File: src/sv/sem_pkg.sv
`timescale 1ns / 1ps

package sem_pkg;

	// Stack geometry.
	localparam int STACK_DEPTH = 32;
	localparam int IDX_W       = (STACK_DEPTH > 1) ? $clog2(STACK_DEPTH) : 1;
	localparam int CNT_W       = $clog2(STACK_DEPTH + 1);
	localparam int WORD_W      = 32;
	localparam int DIV_STEPS   = WORD_W;
	localparam int STEP_W      = $clog2(DIV_STEPS);

	// Field widths of the item ports.
	localparam int OP_W     = 3;
	localparam int STATUS_W = 3;
	localparam int CHAR_W   = 7;

	// Operation codes carried by op.
	typedef enum logic [OP_W-1:0] {
		OP_PUSH  = 3'd0,
		OP_MOD   = 3'd1,
		OP_PCHAR = 3'd2,
		OP_PSTR  = 3'd3,
		OP_ROTL  = 3'd4,
		OP_ROTR  = 3'd5
	} op_t;

	// Status codes.
	localparam logic [STATUS_W-1:0] ST_OK      = 3'd0;
	localparam logic [STATUS_W-1:0] ST_SHORT   = 3'd1;
	localparam logic [STATUS_W-1:0] ST_DIVZERO = 3'd2;
	localparam logic [STATUS_W-1:0] ST_EMPTY   = 3'd3;
	localparam logic [STATUS_W-1:0] ST_RANGE   = 3'd4;
	localparam logic [STATUS_W-1:0] ST_FULL    = 3'd5;

	localparam logic [WORD_W-1:0] CHAR_MAX7 = WORD_W'(127);
	localparam logic [CHAR_W-1:0] NEWLINE   = CHAR_W'(10);

	// Sequencer states.
	typedef enum logic [3:0] {
		S_IDLE,
		S_MOD_B,
		S_MOD_A,
		S_MOD_RUN,
		S_PCHAR,
		S_EMIT_CHAR,
		S_PSTR_CHK,
		S_ROTL,
		S_ROTR,
		S_STATUS,
		S_NEWLINE
	} state_t;

	// Control handed to the remainder unit.
	typedef struct packed {
		logic              start;
		logic [WORD_W-1:0] dividend;
		logic [WORD_W-1:0] divisor;
	} div_req_t;

	// Slot one step below, wrapping at the bottom of the circular store.
	function automatic logic [IDX_W-1:0] idx_back1(input logic [IDX_W-1:0] idx);
		logic [IDX_W-1:0] r;
		if (idx == '0) begin
			r = IDX_W'(STACK_DEPTH - 1);
		end else begin
			r = idx - IDX_W'(1);
		end
		return r;
	endfunction

	// Slot one step above, wrapping at the top of the circular store.
	function automatic logic [IDX_W-1:0] idx_fwd1(input logic [IDX_W-1:0] idx);
		logic [IDX_W-1:0] r;
		if (idx == IDX_W'(STACK_DEPTH - 1)) begin
			r = '0;
		end else begin
			r = idx + IDX_W'(1);
		end
		return r;
	endfunction

	// Slot n steps below, for n from 0 up to the depth itself.
	function automatic logic [IDX_W-1:0] idx_back_n(input logic [IDX_W-1:0] idx,
			input logic [CNT_W-1:0] n);
		logic [CNT_W:0] wide_idx;
		logic [CNT_W:0] wide_n;
		logic [CNT_W:0] s;
		wide_idx = (CNT_W+1)'(idx);
		wide_n   = (CNT_W+1)'(n);
		if (wide_idx >= wide_n) begin
			s = wide_idx - wide_n;
		end else begin
			s = wide_idx + (CNT_W+1)'(STACK_DEPTH) - wide_n;
		end
		return IDX_W'(s);
	endfunction

	// Magnitude of a two's complement word, read as unsigned.
	function automatic logic [WORD_W-1:0] magnitude(input logic [WORD_W-1:0] v);
		return v[WORD_W-1] ? (WORD_W'(0) - v) : v;
	endfunction

endpackage

File: src/sv/stack_engine_mod_rotate_print_unit.sv
`timescale 1ns / 1ps

// Stack engine with mod, print and rotate operations.
//
// Input channel (in_valid / in_ready) carries one operation item: op and
// push_value. Output channel (out_valid / out_ready) carries result items:
// status, has_char, char_code and last. Every operation yields at least one
// result item, and the final one of an operation has last set.
//
// The block works on one item at a time; in_ready is high only while the
// sequencer is idle. Mod relies on the restoring remainder unit, which
// retires one quotient bit per cycle. Pstr emits one character per cycle,
// while the receiver takes each item, from the single read port of the
// stack memory, plus the closing newline.
//
// Results go through an output register, so the last item of an operation
// may wait there while the next operation is accepted. When the receiver
// stalls, multi-item operations (pchar, pstr) pause until it takes the item.
// Reset empties the stack and drops any pending result; no clearing pass is
// needed since only live entries are ever read.
module stack_engine_mod_rotate_print_unit import sem_pkg::*; (
	input  logic                     clk,
	input  logic                     arst_n,
	input  logic                     in_valid,
	output logic                     in_ready,
	input  logic [OP_W-1:0]          op,
	input  logic signed [WORD_W-1:0] push_value,
	output logic                     out_valid,
	input  logic                     out_ready,
	output logic [STATUS_W-1:0]      status,
	output logic                     has_char,
	output logic [CHAR_W-1:0]        char_code,
	output logic                     last
);

	// Sequencer and stack control state.
	state_t            state_q, state_d;
	logic [IDX_W-1:0]  top_q, top_d;
	logic [CNT_W-1:0]  count_q, count_d;
	logic [IDX_W-1:0]  ptr_q, ptr_d;
	logic [CNT_W-1:0]  remain_q, remain_d;

	// Working payload registers.
	logic [STATUS_W-1:0] stat_q, stat_d;
	logic [CHAR_W-1:0]   char_q, char_d;
	logic [WORD_W-1:0]   b_q, b_d;
	logic                sign_q, sign_d;

	// Output register.
	logic                out_valid_q;
	logic [STATUS_W-1:0] out_status_q;
	logic                out_has_q;
	logic [CHAR_W-1:0]   out_char_q;
	logic                out_last_q;
	logic                out_load;
	logic [STATUS_W-1:0] out_status_d;
	logic                out_has_d;
	logic [CHAR_W-1:0]   out_char_d;
	logic                out_last_d;
	logic                out_free;

	// Stack memory ports.
	logic [WORD_W-1:0] mem [STACK_DEPTH];
	logic              mem_we;
	logic [IDX_W-1:0]  wr_addr;
	logic [WORD_W-1:0] wr_data;
	logic [IDX_W-1:0]  rd_addr;
	logic [WORD_W-1:0] rd_data_q;

	// Remainder unit, used by mod.
	div_req_t          div_req;
	logic              div_done;
	logic [WORD_W-1:0] div_rem;

	logic in_accept;
	logic char_ok;

	assign in_ready  = (state_q == S_IDLE);
	assign in_accept = in_valid && in_ready;
	assign out_free  = !out_valid_q || out_ready;
	assign char_ok   = (rd_data_q != '0) && (rd_data_q <= CHAR_MAX7);

	sem_div u_div (
		.clk       (clk),
		.arst_n    (arst_n),
		.req       (div_req),
		.done      (div_done),
		.remainder (div_rem)
	);

	always_ff @(posedge clk) begin
		if (mem_we) begin
			mem[wr_addr] <= wr_data;
		end
		rd_data_q <= mem[rd_addr];
	end

	always_ff @(posedge clk or negedge arst_n) begin
		if (!arst_n) begin
			state_q     <= S_IDLE;
			top_q       <= '0;
			count_q     <= '0;
			out_valid_q <= 1'b0;
		end else begin
			state_q <= state_d;
			top_q   <= top_d;
			count_q <= count_d;
			if (out_load) begin
				out_valid_q <= 1'b1;
			end else if (out_ready) begin
				out_valid_q <= 1'b0;
			end
		end
	end

	always_ff @(posedge clk) begin
		ptr_q    <= ptr_d;
		remain_q <= remain_d;
		stat_q   <= stat_d;
		char_q   <= char_d;
		b_q      <= b_d;
		sign_q   <= sign_d;
		if (out_load) begin
			out_status_q <= out_status_d;
			out_has_q    <= out_has_d;
			out_char_q   <= out_char_d;
			out_last_q   <= out_last_d;
		end
	end

	// Next state, memory control and result item selection.
	always_comb begin
		state_d      = state_q;
		top_d        = top_q;
		count_d      = count_q;
		ptr_d        = ptr_q;
		remain_d     = remain_q;
		stat_d       = stat_q;
		char_d       = char_q;
		b_d          = b_q;
		sign_d       = sign_q;
		out_load     = 1'b0;
		out_status_d = ST_OK;
		out_has_d    = 1'b0;
		out_char_d   = '0;
		out_last_d   = 1'b1;
		mem_we       = 1'b0;
		wr_addr      = top_q;
		wr_data      = rd_data_q;
		rd_addr      = top_q;
		div_req      = '{start: 1'b0, dividend: magnitude(rd_data_q),
			divisor: magnitude(b_q)};

		case (state_q)
			S_IDLE: begin
				if (in_accept) begin
					stat_d  = ST_OK;
					state_d = S_STATUS;
					case (op)
						OP_PUSH: begin
							if (count_q >= CNT_W'(STACK_DEPTH)) begin
								stat_d = ST_FULL;
							end else begin
								mem_we  = 1'b1;
								wr_addr = idx_fwd1(top_q);
								wr_data = push_value;
								top_d   = idx_fwd1(top_q);
								count_d = count_q + CNT_W'(1);
							end
						end
						OP_MOD: begin
							if (count_q < CNT_W'(2)) begin
								stat_d = ST_SHORT;
							end else begin
								ptr_d   = idx_back1(top_q);
								state_d = S_MOD_B;
							end
						end
						OP_PCHAR: begin
							if (count_q == '0) begin
								stat_d = ST_EMPTY;
							end else begin
								state_d = S_PCHAR;
							end
						end
						OP_PSTR: begin
							ptr_d    = top_q;
							remain_d = count_q;
							if (count_q == '0) begin
								state_d = S_NEWLINE;
							end else begin
								state_d = S_PSTR_CHK;
							end
						end
						OP_ROTL: begin
							if (count_q >= CNT_W'(2)) begin
								state_d = S_ROTL;
							end
						end
						OP_ROTR: begin
							rd_addr = idx_back_n(top_q, count_q - CNT_W'(1));
							if (count_q >= CNT_W'(2)) begin
								state_d = S_ROTR;
							end
						end
						default: begin
							stat_d = ST_OK;
						end
					endcase
				end
			end
			S_MOD_B: begin
				// Read data holds the top entry, the divisor.
				b_d     = rd_data_q;
				rd_addr = ptr_q;
				state_d = S_MOD_A;
			end
			S_MOD_A: begin
				if (b_q == '0) begin
					stat_d  = ST_DIVZERO;
					state_d = S_STATUS;
				end else begin
					div_req.start = 1'b1;
					sign_d        = rd_data_q[WORD_W-1];
					state_d       = S_MOD_RUN;
				end
			end
			S_MOD_RUN: begin
				if (div_done) begin
					// The remainder takes the sign of the dividend.
					mem_we  = 1'b1;
					wr_addr = ptr_q;
					wr_data = sign_q ? (WORD_W'(0) - div_rem) : div_rem;
					top_d   = ptr_q;
					count_d = count_q - CNT_W'(1);
					stat_d  = ST_OK;
					state_d = S_STATUS;
				end
			end
			S_PCHAR: begin
				if (rd_data_q > CHAR_MAX7) begin
					stat_d  = ST_RANGE;
					state_d = S_STATUS;
				end else begin
					char_d  = rd_data_q[CHAR_W-1:0];
					state_d = S_EMIT_CHAR;
				end
			end
			S_EMIT_CHAR: begin
				if (out_free) begin
					out_load   = 1'b1;
					out_has_d  = 1'b1;
					out_char_d = char_q;
					out_last_d = 1'b0;
					state_d    = S_NEWLINE;
				end
			end
			S_PSTR_CHK: begin
				// Hold the read address while stalled so the data stays put.
				rd_addr = ptr_q;
				if (!char_ok) begin
					state_d = S_NEWLINE;
				end else if (out_free) begin
					out_load   = 1'b1;
					out_has_d  = 1'b1;
					out_char_d = rd_data_q[CHAR_W-1:0];
					out_last_d = 1'b0;
					rd_addr    = idx_back1(ptr_q);
					ptr_d      = idx_back1(ptr_q);
					remain_d   = remain_q - CNT_W'(1);
					if (remain_q == CNT_W'(1)) begin
						state_d = S_NEWLINE;
					end
				end
			end
			S_ROTL: begin
				mem_we  = 1'b1;
				wr_addr = idx_back_n(top_q, count_q);
				top_d   = idx_back1(top_q);
				stat_d  = ST_OK;
				state_d = S_STATUS;
			end
			S_ROTR: begin
				mem_we  = 1'b1;
				wr_addr = idx_fwd1(top_q);
				top_d   = idx_fwd1(top_q);
				stat_d  = ST_OK;
				state_d = S_STATUS;
			end
			S_STATUS: begin
				if (out_free) begin
					out_load     = 1'b1;
					out_status_d = stat_q;
					state_d      = S_IDLE;
				end
			end
			S_NEWLINE: begin
				if (out_free) begin
					out_load   = 1'b1;
					out_has_d  = 1'b1;
					out_char_d = NEWLINE;
					state_d    = S_IDLE;
				end
			end
			default: begin
				state_d = S_IDLE;
			end
		endcase
	end

	assign out_valid = out_valid_q;
	assign status    = out_status_q;
	assign has_char  = out_has_q;
	assign char_code = out_char_q;
	assign last      = out_last_q;

	// The stack never holds more entries than it has slots.
	a_count_bound: assert property (@(posedge clk) disable iff (!arst_n)
		count_q <= CNT_W'(STACK_DEPTH))
		else $error("entry count above stack depth");

	// The top slot always lies inside the circular store.
	a_top_bound: assert property (@(posedge clk) disable iff (!arst_n)
		top_q <= IDX_W'(STACK_DEPTH - 1))
		else $error("top slot outside the store");

	// A push accepted with room grows the stack by exactly one entry.
	a_push_grows: assert property (@(posedge clk) disable iff (!arst_n)
		(in_accept && (op == OP_PUSH) && (count_q < CNT_W'(STACK_DEPTH)))
		|=> (count_q == $past(count_q) + CNT_W'(1)))
		else $error("push did not grow the stack");

	// The remainder unit only reports back while a mod is waiting for it.
	a_div_owner: assert property (@(posedge clk) disable iff (!arst_n)
		div_done |-> (state_q == S_MOD_RUN))
		else $error("remainder finished outside a mod");

	// Character items always carry a good status.
	a_char_ok: assert property (@(posedge clk) disable iff (!arst_n)
		(out_valid_q && out_has_q) |-> (out_status_q == ST_OK))
		else $error("character item with an error status");

endmodule

File: src/sv/sem_div.sv
`timescale 1ns / 1ps

// Restoring remainder unit: one quotient bit per cycle.
module sem_div import sem_pkg::*; (
	input  logic              clk,
	input  logic              arst_n,
	input  div_req_t          req,
	output logic              done,
	output logic [WORD_W-1:0] remainder
);

	logic              busy_q;
	logic              done_q;
	logic [STEP_W-1:0] step_q;
	logic [WORD_W:0]   rem_q;
	logic [WORD_W-1:0] dvd_q;
	logic [WORD_W-1:0] dvs_q;
	logic [WORD_W:0]   shifted;
	logic [WORD_W:0]   trial;

	assign shifted = {rem_q[WORD_W-1:0], dvd_q[WORD_W-1]};
	assign trial   = shifted - {1'b0, dvs_q};

	always_ff @(posedge clk or negedge arst_n) begin
		if (!arst_n) begin
			busy_q <= 1'b0;
			done_q <= 1'b0;
			step_q <= '0;
		end else begin
			done_q <= 1'b0;
			if (req.start) begin
				busy_q <= 1'b1;
				step_q <= '0;
			end else if (busy_q) begin
				step_q <= step_q + STEP_W'(1);
				if (step_q == STEP_W'(DIV_STEPS - 1)) begin
					busy_q <= 1'b0;
					done_q <= 1'b1;
				end
			end
		end
	end

	always_ff @(posedge clk) begin
		if (req.start) begin
			rem_q <= '0;
			dvd_q <= req.dividend;
			dvs_q <= req.divisor;
		end else if (busy_q) begin
			dvd_q <= {dvd_q[WORD_W-2:0], 1'b0};
			if (trial[WORD_W]) begin
				rem_q <= shifted;
			end else begin
				rem_q <= trial;
			end
		end
	end

	assign done      = done_q;
	assign remainder = rem_q[WORD_W-1:0];

endmodule
File: config.mk
export PLATFORM = sky130hd
export DESIGN_NAME = stack_engine_mod_rotate_print_unit
export DESIGN_NICKNAME = d
export VERILOG_FILES = /design/src/sv/sem_pkg.sv /design/src/sv/stack_engine_mod_rotate_print_unit.sv /design/src/sv/sem_div.sv
export SDC_FILE = /design/constraint.sdc
export NUM_CORES = 2
export LEC_CHECK = 0
export ABC_AREA = 1
export BUFFER_PORTS_ARGS = -buffer_cell sky130_fd_sc_hd__clkbuf_2
export CORE_ASPECT_RATIO = 0.5
export CORE_MARGIN = 1.5
export CORE_UTILIZATION = 48
export CTS_BUF_LIST = sky130_fd_sc_hd__clkbuf_16
export CTS_CLUSTER_SIZE = 16
export DETAILED_ROUTE_END_ITERATION = 10
export PLACE_DENSITY_LB_ADDON = 0.25
export SKIP_CTS_REPAIR_TIMING = 1
export SLEW_MARGIN = 25
export SYNTH_ARGS = -nofsm -noshare
export SYNTH_HDL_FRONTEND = slang
export SYNTH_SLANG_ARGS = --single-unit
File: constraint.sdc
create_clock -name clk -period 4.3 [get_ports clk]
set_clock_uncertainty 0.15 [all_clocks]
set_input_delay 0.86 -clock clk [delete_from_list [all_inputs] [get_ports clk]]
set_output_delay 0.86 -clock clk [all_outputs]
set_load 0.1 [all_outputs]
==> impl_metrics.json <==
{
  "cts_root_buf": "clkbuf_16",
  "synth.yosys.seq_area_share": 0.622,
  "synth_edf_count": 1154,
  "clkLatencyLatePin_ns": 0.76,
  "cts_buffer_depth": 3,
  "final_area_um2": 66600,
  "cts_tree": "yes",
  "dieHeight_um": 250,
  "via_per_inst": 5.74,
  "clk_pin_slew_ns": 0.07,
  "drv_cap": 0,
  "drc": 0,
  "start_kind": "register",
  "routedWlPerCell_um": 23.2,
  "ys_top_cells_by_area": "edfxtp_1 59%, nand3_1 10%, nand2_1 8.7%",
  "holdCritPathClass": "input pin to async pin",
  "die_x_um": 498,
  "ctsHtreeMaxLevel": 3,
  "required_ns": 4.84,
  "diodes": 0,
  "drtIter0Drc": 6119,
  "first_pass_iters": 6,
  "antenna_found_initial": 3,
  "routed_wl_um": 179000,
  "finalHoldViolCount": 0,
  "synth.distinct_cells": 57,
  "overflow": 0,
  "status": "finished, final reports clean",
  "place_area_um2": 62600,
  "final_max_slew_viol_count": 0,
  "clkSinkCount": 1241,
  "yosys_most_used_dff": "edfxtp_1",
  "slew-limit-headroom": 0.258,
  "die-area_um2": 125000,
  "ant_nets": 0,
  "tightest_slew_ns": 1.11,
  "portBuffers": 52,
  "worstSetupPathType": "register to register",
  "grt_use_total": 0.283,
  "drive_gt1_frac": 0.0954,
  "synth_cells": 5925,
  "synth_top_area_cell": "edfxtp_1",
  "coreArea_um2": 121000,
  "finalCritPeriodShare": 0.919,
  "ys_async_sr_fraction": 0.0185,
  "row_count": 90,
  "synth.avg_cell_area_um2": 9.91,
  "netlist_area_um2": 58700,
  "pin_count": 53,
  "synth_top_cell_area_share": 0.590,
  "nets": 6118,
  "grt_pass1_vias": 41400,
  "ys_ff_latch": 1241,
  "synth_nets": 6020,
  "final.min_clock_period_ns": 3.95,
  "grt_pass1_wl_um": 266000,
  "start_util": 0.486,
  "dpl.hpwl_um": 113000,
  "setup_tns_ns": 0,
  "yosysWarnings": 0,
  "syn2layout_area_growth_pct": 13.4,
  "setup_viol": 0,
  "cts_buffers": 112,
  "end_kind": "register",
  "fmax_mhz": 253,
  "rsz0062_at_grt": "no",
  "num_vias": 44400,
  "routabilityCongestion": 0.931,
  "grt_max_degree": 117,
  "arrival_ns": 4.49,
  "crit_fanout": 37
}
==> metal layers <==
metal / vias to the layer above / global-route usage / wire length (µm)
met5: - / 0 / 12
met4: 2 / 0.0702 / 4360
met3: 245 / 0.0559 / 20300
met2: 2323 / 0.427 / 78100
met1: 21600 / 0.420 / 76400
li1: 20200 / - / -
==> area by class of cell <==
type                       count  area [µm²]
clock buffer                 113        2830
fill                       10300       54300
tap                         1610        2010
clock inverter                98         987
multi-input combinational   3579       18200
sequential                  1241       36500
timing repair buffer         305        3140
inverter                     784        2950
==> placed cells by master (no fill, tap or decap), types with 6 or more instances in the layout <==
cell	count
nand2_1	1357
nand3_1	1183
edfxtp_1	1154
inv_1	797
nor2_1	194
buf_4	176
nand3b_1	164
o21ai_0	149
clkbuf_16	113
a21oi_1	96
buf_12	72
xor2_1	69
dfxtp_1	64
ha_1	53
clkbuf_2	52
nor2_4	36
nor3_1	34
xnor2_1	33
dfrtp_1	23
clkinv_1	22
nand4_1	20
a221oi_1	19
bufinv_16	18
o21ai_1	17
clkinv_2	16
inv_2	14
nor4_1	12
nor2_2	11
a31oi_1	11
o211ai_1	10
a21oi_4	7
o21bai_1	7
a22oi_1	6
a21oi_2	6
a21o_1	6
o21ai_4	6
or2_2	6
==> path summary, 6_finish.rpt <==
kind	startpoint	endpoint	slack [ns]	cells past startpoint
max in group asynchronous	arst_n	u_div.step_q[0]	3.51	1
min	arst_n	state_q[1]	0.02	1
min in group clk	b_q[0]	u_div.dvs_q[0]	0.29	0
min reg2reg	b_q[0]	u_div.dvs_q[0]	0.29	0
max reg2reg	rd_data_q[24]	rd_data_q[7]	0.35	19
max	rd_data_q[24]	rd_data_q[7]	0.35	19
==> kinds of logic after synthesis <==
family                   share of synthesized area
buffers and inverters                       0.0786
AO/OA/AOI/OAI                               0.0378
adder cells (fa/ha/maj)                     0.0123
flip-flops                                   0.622
XOR/XNOR                                    0.0152
AND/OR/NAND/NOR                              0.234
==> sequential cells by signal, indices dropped and copies added, names as in the netlist <==
register      cells
u_div.dvs_q      32
stat_q            3
sign_q            1
char_q            7
b_q              32
count_q           6
u_div.dvd_q      32
u_div.busy_q      1
state_q           4
u_div.done        1
u_div.step_q      5
top_q             5
last              1
has_char          1
u_div.rem_q      32
char_code         7
remain_q          6
out_valid         1
rd_data_q        32
mem            1024
ptr_q             5
status            3
==> worst max-delay path, stage by stage, from the launching register on <==
cell and delay (ns):
dfxtp_1 0.51, nor2_1 0.26, nand2_1 0.14, nor2_2 0.25, nand3_2 0.21, nor2_4 0.20
nand2_1 0.09, nand3_2 0.13, nand2_8 0.15, nand2_8 0.36, buf_12 0.30, buf_4 0.21
nand2_1 0.06, nand2_1 0.07, nand2_1 0.05, nand3_1 0.07, nand3_1 0.25, nand2_1 0.18
nand2_1 0.07, nand2_1 0.10
==> stage by stage <==
stage / util / setup WS [ns] / cells / hold slack [ns]
after floorplan: - / 0.156 / 5925 / 0.253
after global placement: 0.518 / 0.233 / 7513 / 0.296
after detailed placement: 0.518 / 0.277 / 7513 / 0.290
after CTS: 0.549 / 0.281 / 7724 / -0.00823
after global routing: 0.551 / 0.108 / 7730 / 0.0298
final: 0.551 / 0.348 / 7730 / 0.0193
==> cell usage after synthesis, drive strengths merged (33+ instances only) <==
master and number:
buf 251, nor2 241, ha 53, nand3b 164
o21ai 174, nor3 38, nand3 1186, clkbuf 71
xnor2 33, xor2 69, dfxtp 64, inv 782
edfxtp 1154, nand2 1365, a21oi 108
Power is not shown: default switching activity piles up to over one toggle a cycle in this logic, so the estimate is an artifact.
